[config.mk]
export PLATFORM = sky130hd
export DESIGN_NAME = websocket_frame_receiver_top
export DESIGN_NICKNAME = d
export VERILOG_FILES = /design/src/rtl/wfr_pkg.sv /design/src/rtl/websocket_frame_receiver_top.sv /design/src/rtl/wfr_front.sv /design/src/rtl/wfr_cmd_fifo.sv /design/src/rtl/wfr_back.sv
export SDC_FILE = /design/constraint.sdc
export NUM_CORES = 1
export LEC_CHECK = 0
export ABC_AREA = 1
export BUFFER_PORTS_ARGS = -buffer_cell sky130_fd_sc_hd__buf_2
export CELL_PAD_IN_SITES_DETAIL_PLACEMENT = 1
export CELL_PAD_IN_SITES_GLOBAL_PLACEMENT = 2
export CORE_AREA = 2 2 237 239
export DETAILED_ROUTE_END_ITERATION = 10
export DIE_AREA = 0 0 239 241
export PLACE_DENSITY = 0.64
export RECOVER_POWER = 25
export SLEW_MARGIN = 15
export SYNTH_ARGS = -nofsm -noshare
export SYNTH_HDL_FRONTEND = slang
export SYNTH_SLANG_ARGS = --single-unit
[constraint.sdc]
create_clock -name clk_i -period 3 [get_ports clk_i]
set_input_delay 0.6 -clock clk_i [delete_from_list [all_inputs] [get_ports clk_i]]
set_output_delay 0.6 -clock clk_i [all_outputs]
set_load 0.1 [all_outputs]
[src/rtl/wfr_pkg.sv]
// wfr_pkg: shared types, constants and helpers for the WebSocket frame receiver.
// No dependencies; imported by every module of the block.
`default_nettype none

package wfr_pkg;

  // Width of the payload length counter; the wire format carries at most 64 bits.
  localparam int unsigned LenBits  = 64;
  // Command queue between the parser and the beat emitter.
  localparam int unsigned CmdDepth = 4;
  localparam int unsigned CmdPtrW  = $clog2(CmdDepth);
  localparam int unsigned CmdCntW  = $clog2(CmdDepth + 1);
  // Pong header: 0x8A, length byte, four mask key bytes.
  localparam int unsigned HdrBeats = 6;
  localparam int unsigned HdrCntW  = $clog2(HdrBeats);

  localparam logic [31:0] PongKeyReset = 32'h1234_5678;

  localparam logic [3:0] OpText  = 4'h1;
  localparam logic [3:0] OpClose = 4'h8;
  localparam logic [3:0] OpPing  = 4'h9;

  localparam logic [6:0] Len16   = 7'd126;
  localparam logic [6:0] Len64   = 7'd127;
  localparam logic [6:0] PongMax = 7'd125;
  localparam logic [7:0] PongHdr0 = 8'h8A;
  localparam logic [7:0] MaskBit  = 8'h80;

  localparam logic [3:0] ExtBytes16 = 4'd2;
  localparam logic [3:0] ExtBytes64 = 4'd8;
  localparam logic [3:0] KeyBytes   = 4'd4;

  // Output channel codes
  localparam logic [1:0] ChText  = 2'd0;
  localparam logic [1:0] ChPong  = 2'd1;
  localparam logic [1:0] ChClose = 2'd2;

  // Parser phase, one-hot
  typedef enum logic [4:0] {
    PH_HDR0 = 5'b00001,
    PH_HDR1 = 5'b00010,
    PH_EXT  = 5'b00100,
    PH_KEY  = 5'b01000,
    PH_PAY  = 5'b10000
  } phase_e;

  typedef enum logic [2:0] {
    CMD_TEXT,      // text payload byte
    CMD_EMPTY,     // empty text message
    CMD_PONG_HDR,  // six-beat pong header; data holds the length
    CMD_PONG,      // pong payload byte, already masked
    CMD_CLOSE      // close event
  } cmd_kind_e;

  typedef struct packed {
    cmd_kind_e   kind;
    logic [7:0]  data;
    logic        last;
  } cmd_t;

  // Mask key byte for a payload position; position 0 is the top byte.
  function automatic logic [7:0] key_byte(input logic [31:0] key, input logic [1:0] idx);
    logic [7:0] b;
    case (idx)
      2'd0:    b = key[31:24];
      2'd1:    b = key[23:16];
      2'd2:    b = key[15:8];
      default: b = key[7:0];
    endcase
    return b;
  endfunction

endpackage

`default_nettype wire

[src/rtl/websocket_frame_receiver_top.sv]
// websocket_frame_receiver_top: WebSocket (RFC 6455) frame receiver, top level.
// Depends on wfr_pkg, wfr_front, wfr_cmd_fifo and wfr_back.
`default_nettype none

// Received stream bytes enter on the slave side, one byte per beat, and are
// parsed as WebSocket frames. Unfragmented text frames come out as unmasked
// bytes on channel 0 with tlast on the final byte (an empty text frame gives
// a single beat with has_data clear). A ping of up to 125 bytes is answered
// on channel 1 with a pong frame masked by the pong mask key register; a
// close frame gives one channel 2 event, after which input bytes are taken
// and discarded until reset. Throughput is one input byte per cycle: the
// parser takes a byte every cycle while the four-entry command queue has
// room. A pong reply header costs six output beats for one command, so a
// ping header back-pressures input only once the queue fills. An accepted
// byte is queued, then loaded into the output register. The mask key
// register must only be written while the block is idle.
module websocket_frame_receiver_top
  import wfr_pkg::*;
(
  input  wire logic        clk_i,
  input  wire logic        rst_ni,
  // received stream
  input  wire logic        s_axis_tvalid,
  output logic             s_axis_tready,
  input  wire logic [7:0]  s_axis_tdata,   // [7:0] rx_byte
  // results
  output logic             m_axis_tvalid,
  input  wire logic        m_axis_tready,
  output logic [7:0]       m_axis_tdata,   // [7:0] data_byte
  output logic [2:0]       m_axis_tuser,   // [1:0] channel, [2] has_data
  output logic             m_axis_tlast,   // last
  // pong mask key register
  input  wire logic        cfg_valid_i,
  output logic             cfg_ready_o,
  input  wire logic [31:0] cfg_data_i
);

  logic [31:0] pong_key_q;
  logic        push;
  cmd_t        push_cmd;
  logic        q_full;
  logic        q_empty;
  logic        pop;
  cmd_t        head;
  logic [1:0]  out_ch;
  logic        out_has;

  // Key register: always writable, first mask byte in the top bits
  assign cfg_ready_o = 1'b1;

  always_ff @(posedge clk_i or negedge rst_ni) begin
    if (!rst_ni) begin
      pong_key_q <= PongKeyReset;
    end else if (cfg_valid_i) begin
      pong_key_q <= cfg_data_i;
    end
  end

  wfr_front u_front (
    .clk_i      (clk_i),
    .rst_ni     (rst_ni),
    .in_valid_i (s_axis_tvalid),
    .in_ready_o (s_axis_tready),
    .in_byte_i  (s_axis_tdata),
    .pong_key_i (pong_key_q),
    .q_full_i   (q_full),
    .push_o     (push),
    .push_cmd_o (push_cmd)
  );

  wfr_cmd_fifo u_fifo (
    .clk_i      (clk_i),
    .rst_ni     (rst_ni),
    .push_i     (push),
    .push_cmd_i (push_cmd),
    .full_o     (q_full),
    .pop_i      (pop),
    .empty_o    (q_empty),
    .head_o     (head)
  );

  wfr_back u_back (
    .clk_i         (clk_i),
    .rst_ni        (rst_ni),
    .q_empty_i     (q_empty),
    .head_i        (head),
    .pop_o         (pop),
    .pong_key_i    (pong_key_q),
    .out_valid_o   (m_axis_tvalid),
    .out_ready_i   (m_axis_tready),
    .out_channel_o (out_ch),
    .out_data_o    (m_axis_tdata),
    .out_has_o     (out_has),
    .out_last_o    (m_axis_tlast)
  );

  assign m_axis_tuser = {out_has, out_ch};

endmodule

`default_nettype wire

[src/rtl/wfr_front.sv]
// wfr_front: byte-wide frame header parser and payload unmasker.
// Depends on wfr_pkg; pushes at most one command per accepted byte.
`default_nettype none

module wfr_front
  import wfr_pkg::*;
(
  input  wire logic        clk_i,
  input  wire logic        rst_ni,
  input  wire logic        in_valid_i,
  output logic             in_ready_o,
  input  wire logic [7:0]  in_byte_i,
  input  wire logic [31:0] pong_key_i,
  input  wire logic        q_full_i,
  output logic             push_o,
  output cmd_t             push_cmd_o
);

  phase_e              phase_q, phase_d;
  logic [3:0]          opcode_q, opcode_d;
  logic                final_q, final_d;
  logic                masked_q, masked_d;
  logic [LenBits-1:0]  rem_q, rem_d;
  logic [3:0]          cnt_q, cnt_d;
  logic [31:0]         rx_key_q, rx_key_d;
  logic [1:0]          idx_q, idx_d;
  logic                pong_q, pong_d;
  logic                closed_q, closed_d;

  logic                accept;
  logic [LenBits-1:0]  len_new;
  logic                hdr_done;
  logic                len_done;
  logic                fin_empty;
  logic                fin_pong;
  logic                is_last;
  logic [7:0]          pay;

  assign in_ready_o = !q_full_i;
  assign accept     = in_valid_i && in_ready_o;

  always_comb begin
    phase_d    = phase_q;
    opcode_d   = opcode_q;
    final_d    = final_q;
    masked_d   = masked_q;
    rem_d      = rem_q;
    cnt_d      = cnt_q;
    rx_key_d   = rx_key_q;
    idx_d      = idx_q;
    pong_d     = pong_q;
    closed_d   = closed_q;
    push_o     = 1'b0;
    push_cmd_o = '{kind: CMD_TEXT, data: 8'h00, last: 1'b0};
    len_new    = rem_q;
    hdr_done   = 1'b0;
    len_done   = 1'b0;
    is_last    = (rem_q == LenBits'(1));
    pay        = in_byte_i ^ (masked_q ? key_byte(rx_key_q, idx_q) : 8'h00);

    if (accept && !closed_q) begin
      unique case (phase_q)
        PH_HDR0: begin
          opcode_d = in_byte_i[3:0];
          final_d  = in_byte_i[7];
          phase_d  = PH_HDR1;
        end
        PH_HDR1: begin
          masked_d = in_byte_i[7];
          if (in_byte_i[6:0] == Len16 || in_byte_i[6:0] == Len64) begin
            rem_d   = '0;
            cnt_d   = (in_byte_i[6:0] == Len16) ? ExtBytes16 : ExtBytes64;
            phase_d = PH_EXT;
          end else begin
            len_new  = LenBits'(in_byte_i[6:0]);
            rem_d    = len_new;
            len_done = 1'b1;
          end
        end
        PH_EXT: begin
          len_new = {rem_q[LenBits-9:0], in_byte_i};
          rem_d   = len_new;
          cnt_d   = cnt_q - 4'd1;
          if (cnt_q == 4'd1) begin
            len_done = 1'b1;
          end
        end
        PH_KEY: begin
          rx_key_d = {rx_key_q[23:0], in_byte_i};
          cnt_d    = cnt_q - 4'd1;
          if (cnt_q == 4'd1) begin
            hdr_done = 1'b1;
          end
        end
        PH_PAY: begin
          if (opcode_q == OpText && final_q) begin
            push_o     = 1'b1;
            push_cmd_o = '{kind: CMD_TEXT, data: pay, last: is_last};
          end else if (pong_q) begin
            push_o     = 1'b1;
            push_cmd_o = '{kind: CMD_PONG, data: pay ^ key_byte(pong_key_i, idx_q),
                           last: is_last};
          end else if (opcode_q == OpClose && is_last) begin
            push_o     = 1'b1;
            push_cmd_o = '{kind: CMD_CLOSE, data: 8'h00, last: 1'b0};
            closed_d   = 1'b1;
          end
          idx_d = idx_q + 2'd1;
          rem_d = rem_q - LenBits'(1);
          if (is_last) begin
            phase_d = PH_HDR0;
          end
        end
        default: phase_d = PH_HDR0;
      endcase

      // length known: either collect the mask key or close the header
      if (len_done) begin
        if (masked_d) begin
          cnt_d    = KeyBytes;
          rx_key_d = '0;
          phase_d  = PH_KEY;
        end else begin
          hdr_done = 1'b1;
        end
      end

      if (hdr_done) begin
        fin_empty = (rem_d == '0);
        fin_pong  = (opcode_q == OpPing) && (rem_d <= LenBits'(PongMax));
        pong_d    = fin_pong;
        if (fin_pong) begin
          push_o     = 1'b1;
          push_cmd_o = '{kind: CMD_PONG_HDR, data: {1'b0, rem_d[6:0]}, last: fin_empty};
        end else if (fin_empty && opcode_q == OpText && final_q) begin
          push_o     = 1'b1;
          push_cmd_o = '{kind: CMD_EMPTY, data: 8'h00, last: 1'b1};
        end else if (fin_empty && opcode_q == OpClose) begin
          push_o     = 1'b1;
          push_cmd_o = '{kind: CMD_CLOSE, data: 8'h00, last: 1'b0};
          closed_d   = 1'b1;
        end
        if (fin_empty) begin
          phase_d = PH_HDR0;
        end else begin
          idx_d   = 2'd0;
          phase_d = PH_PAY;
        end
      end else begin
        fin_empty = 1'b0;
        fin_pong  = 1'b0;
      end
    end else begin
      fin_empty = 1'b0;
      fin_pong  = 1'b0;
    end
  end

  always_ff @(posedge clk_i or negedge rst_ni) begin
    if (!rst_ni) begin
      phase_q  <= PH_HDR0;
      opcode_q <= '0;
      final_q  <= 1'b0;
      masked_q <= 1'b0;
      rem_q    <= '0;
      cnt_q    <= '0;
      rx_key_q <= '0;
      idx_q    <= '0;
      pong_q   <= 1'b0;
      closed_q <= 1'b0;
    end else begin
      phase_q  <= phase_d;
      opcode_q <= opcode_d;
      final_q  <= final_d;
      masked_q <= masked_d;
      rem_q    <= rem_d;
      cnt_q    <= cnt_d;
      rx_key_q <= rx_key_d;
      idx_q    <= idx_d;
      pong_q   <= pong_d;
      closed_q <= closed_d;
    end
  end

endmodule

`default_nettype wire

[src/rtl/wfr_cmd_fifo.sv]
// wfr_cmd_fifo: small register queue of parser commands.
// Depends on wfr_pkg; head entry is visible without a pop.
`default_nettype none

module wfr_cmd_fifo
  import wfr_pkg::*;
(
  input  wire logic clk_i,
  input  wire logic rst_ni,
  input  wire logic push_i,
  input  wire cmd_t push_cmd_i,
  output logic      full_o,
  input  wire logic pop_i,
  output logic      empty_o,
  output cmd_t      head_o
);

  cmd_t                mem_q [CmdDepth];
  logic [CmdPtrW-1:0]  wr_q, wr_d;
  logic [CmdPtrW-1:0]  rd_q, rd_d;
  logic [CmdCntW-1:0]  cnt_q, cnt_d;
  logic                do_push;
  logic                do_pop;

  assign full_o  = (cnt_q == CmdCntW'(CmdDepth));
  assign empty_o = (cnt_q == '0);
  assign head_o  = mem_q[rd_q];
  assign do_push = push_i && !full_o;
  assign do_pop  = pop_i && !empty_o;

  always_comb begin
    wr_d  = do_push ? wr_q + CmdPtrW'(1) : wr_q;
    rd_d  = do_pop ? rd_q + CmdPtrW'(1) : rd_q;
    cnt_d = cnt_q + CmdCntW'(do_push) - CmdCntW'(do_pop);
  end

  always_ff @(posedge clk_i) begin
    if (do_push) begin
      mem_q[wr_q] <= push_cmd_i;
    end
  end

  always_ff @(posedge clk_i or negedge rst_ni) begin
    if (!rst_ni) begin
      wr_q  <= '0;
      rd_q  <= '0;
      cnt_q <= '0;
    end else begin
      wr_q  <= wr_d;
      rd_q  <= rd_d;
      cnt_q <= cnt_d;
    end
  end

endmodule

`default_nettype wire

[src/rtl/wfr_back.sv]
// wfr_back: expands queued commands into result beats held in an output register.
// Depends on wfr_pkg; the pong header command becomes six beats.
`default_nettype none

module wfr_back
  import wfr_pkg::*;
(
  input  wire logic        clk_i,
  input  wire logic        rst_ni,
  input  wire logic        q_empty_i,
  input  wire cmd_t        head_i,
  output logic             pop_o,
  input  wire logic [31:0] pong_key_i,
  output logic             out_valid_o,
  input  wire logic        out_ready_i,
  output logic [1:0]       out_channel_o,
  output logic [7:0]       out_data_o,
  output logic             out_has_o,
  output logic             out_last_o
);

  logic               valid_q, valid_d;
  logic [1:0]         ch_q, ch_d;
  logic [7:0]         data_q, data_d;
  logic               has_q, has_d;
  logic               last_q, last_d;
  logic [HdrCntW-1:0] hcnt_q, hcnt_d;
  logic               load;
  logic [1:0]         key_sel;

  assign load    = !valid_q || out_ready_i;
  assign key_sel = hcnt_q[1:0] - 2'd2;

  always_comb begin
    valid_d = valid_q;
    ch_d    = ch_q;
    data_d  = data_q;
    has_d   = has_q;
    last_d  = last_q;
    hcnt_d  = hcnt_q;
    pop_o   = 1'b0;
    if (load) begin
      valid_d = !q_empty_i;
      if (!q_empty_i) begin
        pop_o  = 1'b1;
        last_d = head_i.last;
        unique case (head_i.kind)
          CMD_TEXT: begin
            ch_d = ChText;  data_d = head_i.data; has_d = 1'b1;
          end
          CMD_EMPTY: begin
            ch_d = ChText;  data_d = 8'h00;       has_d = 1'b0;
          end
          CMD_PONG: begin
            ch_d = ChPong;  data_d = head_i.data; has_d = 1'b1;
          end
          CMD_CLOSE: begin
            ch_d = ChClose; data_d = 8'h00;       has_d = 1'b0; last_d = 1'b0;
          end
          CMD_PONG_HDR: begin
            ch_d  = ChPong;
            has_d = 1'b1;
            if (hcnt_q == HdrCntW'(0)) begin
              data_d = PongHdr0;
            end else if (hcnt_q == HdrCntW'(1)) begin
              data_d = MaskBit | head_i.data;
            end else begin
              data_d = key_byte(pong_key_i, key_sel);
            end
            if (hcnt_q == HdrCntW'(HdrBeats - 1)) begin
              hcnt_d = '0;
            end else begin
              pop_o  = 1'b0;
              last_d = 1'b0;
              hcnt_d = hcnt_q + HdrCntW'(1);
            end
          end
          default: begin
            ch_d = ChText;  data_d = 8'h00;       has_d = 1'b0;
          end
        endcase
      end
    end
  end

  always_ff @(posedge clk_i or negedge rst_ni) begin
    if (!rst_ni) begin
      valid_q <= 1'b0;
      hcnt_q  <= '0;
    end else begin
      valid_q <= valid_d;
      hcnt_q  <= hcnt_d;
    end
  end

  always_ff @(posedge clk_i) begin
    ch_q   <= ch_d;
    data_q <= data_d;
    has_q  <= has_d;
    last_q <= last_d;
  end

  assign out_valid_o   = valid_q;
  assign out_channel_o = ch_q;
  assign out_data_o    = data_q;
  assign out_has_o     = has_q;
  assign out_last_o    = last_q;

endmodule

`default_nettype wire
==> results of run 1 <==
-- worst reg2reg max path, stage by stage (launching register included) --
cell     delay [ns]
dfrtp_2        0.45
inv_2          0.10
ha_4           0.17
nand2_8        0.07
nor2_8         0.21
nand2_4        0.12
nor2_4         0.24
nand3_2        0.11
nand3_2        0.07
nand2_2        0.07
nor2_2         0.12
nand2_2        0.09
nor2_1         0.12
nand2_1        0.09
nor2_4         0.22
nand3_2        0.13
nand3_2        0.11
nand2_4        0.07
nand2_4        0.08
ha_4           0.13
inv_2          0.03
fa_2           0.51
inv_1          0.04
-- cell usage in the layout (no fill, tap or decap), drive strengths merged, types with 2 or more instances in the layout --
master / instances
nand2: 537
buf: 380
inv: 244
nor2: 240
o21ai: 156
dfrtp: 144
nand3: 142
edfxtp: 60
a21oi: 49
o211ai: 45
clkbuf: 38
a22oi: 33
o221ai: 22
o22ai: 15
dfstp: 14
ha: 14
clkinv: 14
mux2: 13
nor3: 11
xor2: 10
nand4: 9
a31oi: 7
bufinv: 7
xnor2: 6
a32o: 6
or2: 5
a21boi: 4
nor4: 4
and2: 3
a32oi: 3
a221oi: 3
nand3b: 2
a211oi: 2
-- sequential cells by signal, indices dropped and copies added, names as in the netlist, 2 cells and up --
signal,count
u_front.rem_q,64
u_fifo.mem_q,48
pong_key_q,32
u_front.rx_key_q,32
u_back.out_data_o,8
u_front.phase_q,5
u_front.cnt_q,4
u_front.opcode_q,4
u_back.hcnt_q,3
u_fifo.cnt_q,3
u_back.out_channel_o,2
u_fifo.rd_q,2
u_fifo.wr_q,2
u_front.idx_q,2
-- path summary, 6_finish.rpt --
kind                                       start                   end  slack [ns]
worst max-delay path            u_front.rem_q[1]       u_fifo.cnt_q[1]       -0.46
worst min-delay path               m_axis_tready    u_back.out_valid_o        0.22
worst max register to register  u_front.rem_q[1]       u_fifo.cnt_q[1]       -0.46
worst min register to register  u_front.closed_q      u_front.closed_q        0.48
max in group asynchronous                 rst_ni        u_fifo.rd_q[0]        0.48
min in group asynchronous                 rst_ni  u_front.rx_key_q[12]        0.83
-- cells by family (layout without fill, tap and decap cells) --
| logic type | after synthesis | in the layout | synth area share, % |
|---|---|---|---|
| fa+ha+maj | 15 | 15 | 1.426 |
| mux | 13 | 13 | 1.070 |
| compound gates | 349 | 349 | 15.61 |
| simple gates | 953 | 953 | 29.97 |
| xor+xnor | 16 | 16 | 1.024 |
| buf+inv | 310 | 685 | 8.686 |
| other cells | 1 | 1 | 0.02740 |
| flops | 218 | 218 | 42.19 |
-- through the flow --
step	cell area (um2)	hold slack (ns)	worst slack, ns	TNS (ns)	utilization, %
2_1_floorplan	13750	0.3044	-0.01979	-0.03776	-
3_3_place_gp	17050	0.4614	-0.5798	-36.98	31.06
3_5_place_dp	17050	0.4651	-0.6256	-43.79	31.06
4_1_cts	18850	0.1786	-0.4067	-22.27	34.35
5_1_grt	19040	0.2049	-0.6336	-45.36	34.69
6_report	19040	0.2182	-0.4571	-26.65	34.69
-- power breakdown --
| part | switching [mW] | internal (mW) | total [mW] |
|---|---|---|---|
| clock | 1.48 | 2.37 | 3.85 |
| combinational | 1.63 | 0.556 | 2.18 |
| sequential | 0.116 | 3.29 | 3.40 |
-- layer usage --
metal	up-vias	share of wire [%]	GRT usage (%)
met5	-	0	0
li1	6884	-	-
met2	148	50	34.74
met1	6808	45	23.57
met3	67	2.6	2.459
met4	0	2.5	5.133
-- timing repair --
item / 4_1_cts / 5_1_grt
buffers inserted: 32 / 10
endpoints found under the setup margin: 103 / 105
pin swaps: 25 / 45
gates resized for setup: 141 / 63
hold buffers: 1 / 0
cloned: 1 / 0
hold endpoints to repair: 41 / 0
-- final cells by class --
type                       instances  area, um2  area share (%)
tap                              704      880.8           4.627
clock buffer                      32      737.0           3.871
inverter                         245      929.6           4.883
multi-input combinational       1347       7391           38.82
sequential                       218       5788           30.40
timing repair buffer             387       3019           15.86
clock inverter                    21      291.5           1.531
==> metrics, run 1 <==
Final Hold Viols=0; most used cell, CP=nand3_2; Nets=2288; post-synthesis cell type count=49; grt total ovfl=0; max-slew violations=36; Lkg Pwr=7.933 nW; CTS tree=done; Total Routing Usage GR=19.06%; # DRC=0; Syn. warnings=0; Post-Syn Area=13680 um2; Max-Cap Viols=1; wire length per cell=18.39 um; Clock Skew=0.01569 ns; Detail Route Antenna Nets=0; Reg2Reg Depth=22; Worst-Margin Slew=1.556 ns; max_slew headroom=-3.704%; Worst Setup Start Kind=register; layout cells sized above 1=29.38%; Req. time, crit path=3.49 ns; crit path DAT=3.95 ns; CTS Sinks=218; die area=57600 um2; Post-synth top cells=nand2_1 (522), inv_1 (236), nor2_1 (214); die width=239 um; Via density=4.708; leading area contributor after synthesis=dfrtp_1; Worst VDD drop=0.0005882 V; H-tree levels=1; PwrDens=495.5 nW/um2; Post-DP HPWL=40420 um; crit path kind=reg -> reg; Worst path max stage delay=0.51 ns; CP Depth=22; initial antenna violation count=0; unrepaired setup endpoints after global routing=yes; Pre-Repair DR Iteration Count=5; Syn Inst Count=1875; Setup crit end kind=register; outcome=finished with violations; Tot Pwr=9.434 mW; # IOs=60; Placed Cells=2863; first-pass GRT wire length=85660 um; async set-or-reset flop fraction in the synthesized netlist=72.48%; CP Cell Sequence=inv_2 -> ha_4 -> nand2_8 -> nor2_8 -> nand2_4 -> nor2_4 -> nand3_2 -> nand3_2 -> nand2_2 -> nor2_2 -> nand2_2 -> nor2_1 -> nand2_1 -> nor2_4 -> nand3_2 -> nand3_2 -> nand2_4 -> nand2_4 -> ha_4 -> inv_2 -> fa_2 -> inv_1; EDFF count, synth=60; area grow syn2layout=39.11%; # diodes=0; TritonCTS Buffers=29; Final setup viols=97; final wirelength=54320 um; Tcrit/Tclk final=115.2%; Synth top area share=26.33%; Die Ht=241 um; critical path's top delay family=simple AND/OR/NAND/NOR gates; initial drt markers=523; vias in the first global route=15083; Placer Congestion=0.8310; Bufs and invs on worst path=3; Syn Area/Cell=7.298 um2; CTS root buffer=clkbuf_16; row cnt=86; CP max-delay cell=fa_2; Initial Utilization=24.94%; clk_lat worst skew=0.60 ns; Highest Clock Rate=0.2893 GHz; Min-Delay Path Class=in -> reg; Core ar.=54880 um2; fillers=6660; CTS clock-pin slew for the worst setup and hold paths=0.06 ns; port bufs=58; most numerous cell in the Yosys netlist=nand2_1; Synth Register Bits=218; syn nets=1935; Post-synth top flop=dfrtp_1; largest net degree at the start of global routing=141; post-synthesis sequential area ratio=42.19%; crit path time final=3.457 ns; via count=13907; top cells by area, synth=dfrtp_1 (26%), nand2_1 (14%), edfxtp_1 (13%); maximum buffer depth of the clock tree=3; Post-Layout Cell Count=2954; setup slack after layout=-0.4571 ns; hold depth=2; crit-path max FO=6; failing checks=capacitance limit, slew limit, setup timing
No activity file was read; power rests on OpenSTA's default activity.
==> inputs of run 2 (changes only) <==
==> constraint.sdc (replaced) <==
create_clock -name clk_i -period 3 [get_ports clk_i]
set_input_delay 0.15 -clock clk_i [delete_from_list [all_inputs] [get_ports clk_i]]
set_output_delay 0.15 -clock clk_i [all_outputs]
set_load 0.1 [all_outputs]
==> metrics, run 2 (synthesized netlist as in run 1, its figures left out) <==
outcome=finished with violations; failing checks=capacitance limit, slew limit, setup timing; CP Depth=24 (+9.1%); Layout Utilization=36.37% (+1.7 points); hold depth=3 (+1); grt total ovfl=0 (unchanged); R2R Path End=u_front.rem_q[40]; Detail Route Antenna Nets=0 (unchanged); TNS Setup=-26.13 ns (+0.5262 ns); Final setup viols=99 (+2.1%); Worst VDD drop=0.0007121 V (+21%); first-pass GRT wire length=86170 um (+0.59%); Largest Register=u_front.rem_q; r2r setup slk=-0.41 ns (+0.05 ns); CTS clock-pin slew for the worst setup and hold paths=0.06 ns (about the same); Via density=4.750 (+0.90%); vias in the first global route=15234 (+1.0%); initial antenna violation count=0 (unchanged); CTS Sinks=218 (unchanged); CTS root buffer=clkbuf_16; Max-Cap Viols=2 (+1); maximum buffer depth of the clock tree=3 (unchanged); Bufs and invs on worst path=14 (+11); clk_lat worst skew=0.60 ns (about the same); Setup crit end kind=register; Worst-Margin Slew=2.210 ns (+0.6548 ns); CP Cell Sequence=nor2_2 -> nand2_2 -> nor2_8 -> nand2_4 -> nor2_4 -> nand3_2 -> nand3_2 -> nand2_2 -> buf_4 -> buf_6 -> buf_4 -> buf_4 -> buf_4 -> buf_4 -> buf_4 -> buf_6 -> buf_6 -> buf_6 -> buf_6 -> buf_6 -> buf_6 -> buf_6 -> nand2_1 -> o21ai_1; Post-DP HPWL=40810 um (+0.95%); via count=14355 (+3.2%); Critical R2R Launch=u_front.rem_q[7]; final wirelength=55480 um (+2.1%); Final Hold Viols=0 (unchanged); Clock Skew=0.03182 ns (+0.01614 ns); Total Routing Usage GR=19.14% (+0.075 points); PwrDens=454.7 nW/um2 (-8.2%); # IOs=60 (unchanged); Highest Clock Rate=0.2937 GHz (+1.5%); Pre-Repair DR Iteration Count=5 (unchanged); crit path DAT=3.87 ns (-0.08 ns); fillers=6607 (-0.80%); Placer Congestion=0.8317 (about the same); CTS tree=done; Top Registers=u_front.rem_q x64, u_fifo.mem_q x48; max_slew headroom=-47.36% (-44 points); Core ar.=54880 um2 (unchanged); Req. time, crit path=3.46 ns (-0.03 ns); Min-Delay Path Class=in -> reg; crit path launch=u_front.rem_q[7]; die width=239 um (unchanged); critical path's top delay family=buffers and inverters; max-slew violations=121 (+240%); die area=57600 um2 (unchanged); most used cell, CP=buf_6; row cnt=86 (unchanged); Worst Setup Start Kind=register; Sequential Area=5792 um2 (about the same); # diodes=0 (unchanged); crit path kind=reg -> reg; crit-path max FO=6 (unchanged); Worst path max stage delay=0.48 ns (-0.03 ns); # DRC=0 (unchanged); area grow syn2layout=45.83%; Reg2Reg Depth=24 (+9.1%); Tcrit/Tclk final=113.5% (-1.7 points); setup slack after layout=-0.4051 ns (+0.05200 ns); Lkg Pwr=8.325 nW (+4.9%); initial drt markers=584 (+12%); CP max-delay cell=dfrtp_2; max reg flops=64 (unchanged); unrepaired setup endpoints after global routing=yes; port bufs=58 (unchanged); crit path time final=3.405 ns (-0.05200 ns); worst setup path endpoint=u_front.rem_q[40]; largest net degree at the start of global routing=69 (-51%); Die Ht=241 um (unchanged); Initial Utilization=24.94% (unchanged); layout cells sized above 1=33.05% (+3.7 points); area of the multi-input gates=7737 um2 (+4.7%); H-tree levels=1 (unchanged); most frequent cells in the layout=nand2_1 (465), buf_4 (308), inv_1 (230); wire length per cell=18.36 um (-0.18%); commonest non-fill, non-tap cell in the layout=nand2_1; Nets=2355 (+2.9%); TritonCTS Buffers=29 (unchanged)
run 2: what timing repair did:
item	CTS	global route
setup endpoints to repair	103	106
cloned	1	0
setup buffers	40	22
pin swaps	58	66
endpoints found under the hold margin	101	0
resized for setup	151	170
hold buffers	42	0
run 2: worst register-to-register path, cell delays in order (launching register included):
cell and delay [ns]:
dfrtp_2 0.48, nor2_2 0.16, nand2_2 0.12, nor2_8 0.22, nand2_4 0.12, nor2_4 0.20
nand3_2 0.11, nand3_2 0.09, nand2_2 0.07, buf_4 0.14, buf_6 0.10, buf_4 0.12
buf_4 0.12, buf_4 0.12, buf_4 0.12, buf_4 0.13, buf_6 0.10, buf_6 0.10
buf_6 0.10, buf_6 0.10, buf_6 0.10, buf_6 0.10, buf_6 0.10, nand2_1 0.06
o21ai_1 0.08
run 2: metal layers:
metal	vias to the layer above	global-route usage (%)	part of all wire, %
met5	-	0	0
met3	90	2.379	2.4
met2	190	34.24	50
met4	0	6.723	3.6
met1	7042	23.64	44
li1	7033	-	-
run 2: worst min path at each step:
stage,slack [ns],startpoint,to
2_1_floorplan,-0.15,rst_ni,pong_key_q[0]
3_3_place_gp,0.26,rst_ni,u_front.rx_key_q[4]
3_5_place_dp,0.26,rst_ni,u_front.rx_key_q[4]
4_1_cts,0.19,cfg_valid_i,pong_key_q[6]
5_1_grt,0.21,s_axis_tvalid,u_fifo.mem_q[2][1]
6_report,0.23,s_axis_tvalid,u_fifo.mem_q[2][1]
run 2: through the flow:
step | cells | total power, mW | hold slack, ns | worst slack [ns] | cell area (um2)
after floorplan | 1875 | 4.939 | -0.1456 | -0.01979 | 13750
after global placement | 2864 | 5.617 | 0.2618 | -0.6374 | 17020
after detailed placement | 2864 | 5.648 | 0.2596 | -0.6733 | 17020
after CTS | 3000 | 9.206 | 0.1919 | -0.3914 | 19190
after global routing | 3022 | 9.491 | 0.2146 | -0.5899 | 19960
final | 3022 | 9.074 | 0.2264 | -0.4051 | 19960
run 2: cell type report:
type / count / share of cell area [%]
clock buffer: 39 / 4.025
clock inverter: 15 / 0.6019
inverter: 245 / 4.683
multi-input combinational: 1347 / 38.77
sequential: 218 / 29.02
tap: 704 / 4.414
timing repair buffer: 454 / 18.48
run 2: where the power goes:
group / internal (mW) / total [mW] / switching (mW)
clock network: 1.97 / 3.45 / 1.48
registers: 3.29 / 3.39 / 0.105
logic: 0.601 / 2.23 / 1.63
total: 5.86 / 9.07 / 3.22
==> inputs of run 3 (changes only) <==
--- a/config.mk
+++ b/config.mk
@@ -12,7 +12,8 @@
 export CORE_AREA = 2 2 237 239
 export DETAILED_ROUTE_END_ITERATION = 10
 export DIE_AREA = 0 0 239 241
-export PLACE_DENSITY = 0.64
+export GPL_ROUTABILITY_DRIVEN = 0
+export PLACE_DENSITY = 0.62
 export RECOVER_POWER = 25
 export SLEW_MARGIN = 15
 export SYNTH_ARGS = -nofsm -noshare
==> constraint.sdc (replaced) <==
create_clock -name clk_i -period 4.36 [get_ports clk_i]
set_input_delay 0.218 -clock clk_i [delete_from_list [all_inputs] [get_ports clk_i]]
set_output_delay 0.218 -clock clk_i [all_outputs]
set_load 0.1 [all_outputs]
==> metrics, run 3 (synthesized netlist as in run 1, its figures left out) <==
wire length per cell=19.41 um (+5.7%); port bufs=58 (unchanged); most used cell, CP=nor2_1; Core ar.=54880 um2 (unchanged); Worst-Margin Slew=2.124 ns (-0.08682 ns); DR top layer=met4; commonest non-fill, non-tap cell in the layout=nand2_1; metal3 WL=1454 um (+7.6%); Pre-Repair DR Iteration Count=5 (unchanged); TritonCTS Buffers=29 (unchanged); CP max-delay cell=fa_1; met1 WL=23810 um (-2.9%); # IOs=60 (unchanged); CTS clock-pin slew for the worst setup and hold paths=0.06 ns (about the same); initial drt markers=630 (+7.9%); row cnt=86 (unchanged); Die Ht=241 um (unchanged); DP Area=14930 um2 (-12%); maximum buffer depth of the clock tree=3 (unchanged); Setup crit end kind=register; initial antenna violation count=0 (unchanged); Detail Route Antenna Nets=0 (unchanged); Final setup viols=0 (-100%); CTS Sinks=218 (unchanged); crit path kind=reg -> reg; layout cells sized above 1=11.39% (-22 points); CP Cell Sequence=nor2_1 -> nand2_1 -> nor2_1 -> nand2_1 -> nor4_2 -> nand4_1 -> nor2_1 -> inv_1 -> nor2_1 -> o21ai_0 -> nand2_2 -> ha_1 -> inv_1 -> fa_1 -> inv_1; max_slew headroom=-41.57% (+5.8 points); Worst VDD drop=0.0004357 V (-39%); PwrDens=396.1 nW/um2 (-13%); # diodes=0 (unchanged); setup slack after layout=0.2246 ns (+0.6297 ns); die width=239 um (unchanged); Nets=2038 (-13%); Via density=4.813 (+1.3%); Total Routing Usage GR=18.35% (-0.78 points); max-slew violations=189 (+56%); critical path's top delay family=simple AND/OR/NAND/NOR gates; first-pass GRT wire length=81660 um (-5.2%); crit path time final=4.135 ns (+0.7303 ns); fillers=6671 (+0.97%); Clock Skew=0.03007 ns (-0.001753 ns); Worst Setup Start Kind=register; max reg flops=64 (unchanged); H-tree levels=1 (unchanged); vias in the first global route=13619 (-11%); Top Registers=u_front.rem_q x64, u_fifo.mem_q x48; via count=13019 (-9.3%); Bufs and invs on worst path=3 (-11); crit-path max FO=7 (+1); final wirelength=52510 um (-5.3%); most frequent cells in the layout=nand2_1 (521), inv_1 (235), nor2_1 (214); outcome=finished with violations; fin area=16390 um2 (-18%); Min-Delay Path Class=in -> reg; unrepaired setup endpoints after global routing=no; Largest Register=u_front.rem_q; Worst path max stage delay=0.48 ns (about the same); Initial Utilization=24.94% (unchanged); failing checks=capacitance limit, slew limit; Tot Pwr=6.491 mW (-28%); area grow syn2layout=19.76%; Lkg Pwr=6.647 nW (-20%); # DRC=0 (unchanged); Highest Clock Rate=0.2418 GHz (-18%); met2 WL=26020 um (-5.7%); die area=57600 um2 (unchanged); Req. time, crit path=4.85 ns (+1.39 ns); Final Hold Viols=0 (unchanged); crit path DAT=4.63 ns (+0.76 ns); Tcrit/Tclk final=94.85% (-19 points); grt total ovfl=0 (unchanged); Place WS=0.2412 ns (+0.9145 ns); CTS tree=done; Post-DP HPWL=38300 um (-6.2%); largest net degree at the start of global routing=74 (+7.2%); clk_lat worst skew=0.61 ns (about the same); TNS Setup=0 ns (+26.13 ns); CTS root buffer=clkbuf_16; Max-Cap Viols=3 (+1)
[run 3: cell types whose count changed in the layout (fill, tap and decap cells not counted), sizes merged]
cell	change
clkinv	-3
bufinv	+6
clkinvlp	+1
buf	-317
clkbuf	-5
inv	+1
[run 3: worst min-delay path, delay by kind of cell]
family                 cells  cell delay, ns
AO/OA/AOI/OAI              1            0.08
buffers and inverters      2            0.33
AND/OR/NAND/NOR            2            0.19
[run 3: worst paths after layout]
kind	start	endpoint	slack [ns]	cells after the start
worst max-delay path	u_front.rem_q[18]	u_fifo.cnt_q[1]	0.22	15
min in group asynchronous	rst_ni	u_front.rx_key_q[31]	0.73	2
worst min-delay path	s_axis_tvalid	u_front.rem_q[2]	0.26	5
worst min register to register	pong_key_q[6]	pong_key_q[6]	0.50	2
worst max register to register	u_front.rem_q[18]	u_fifo.cnt_q[1]	0.22	15
max in group asynchronous	rst_ni	u_front.rx_key_q[20]	0.82	3
[run 3: routing by layer]
| layer | track usage, % | vias up |
|---|---|---|
| met5 | 0 | - |
| met4 | 4.659 | 0 |
| met3 | 2.013 | 57 |
| met2 | 33.08 | 187 |
| met1 | 23.32 | 6392 |
| li1 | - | 6383 |
[run 3: what timing repair did]
action                                  4_1_cts  5_1_grt
endpoints found under the setup margin        0       14
hold buffers                                 42        0
buffers inserted                              0        0
resized for setup                             0        2
endpoints found under the hold margin        99        0
[run 3: area by class of cell]
cell class,count,area (um2),area share (%)
clock buffers,34,754.5,4.604
clock inverters,20,294.0,1.794
inverters,245,922.1,5.627
multi-input cells,1347,6741,41.14
flip-flops and latches,218,5773,35.23
well taps,704,880.8,5.375
repair buffers,137,1022,6.238
[run 3: through the flow]
step | hold WS (ns) | utilization, % | cells
6_report | 0.2602 | 29.86 | 2705
5_1_grt | 0.2787 | 29.86 | 2705
4_1_cts | 0.2338 | 29.87 | 2705
3_5_place_dp | 0.3198 | 27.20 | 2609
3_3_place_gp | 0.3286 | 27.20 | 2609
2_1_floorplan | -0.07759 | - | 1875
[run 3: report_power, final]
part | switching [mW] | total (mW) | leakage, nW | internal, mW
Sequential | 0.0842 | 2.35 | 2.01 | 2.26
Clock | 1.04 | 2.69 | 0.507 | 1.65
Combinational | 1.09 | 1.45 | 4.13 | 0.359
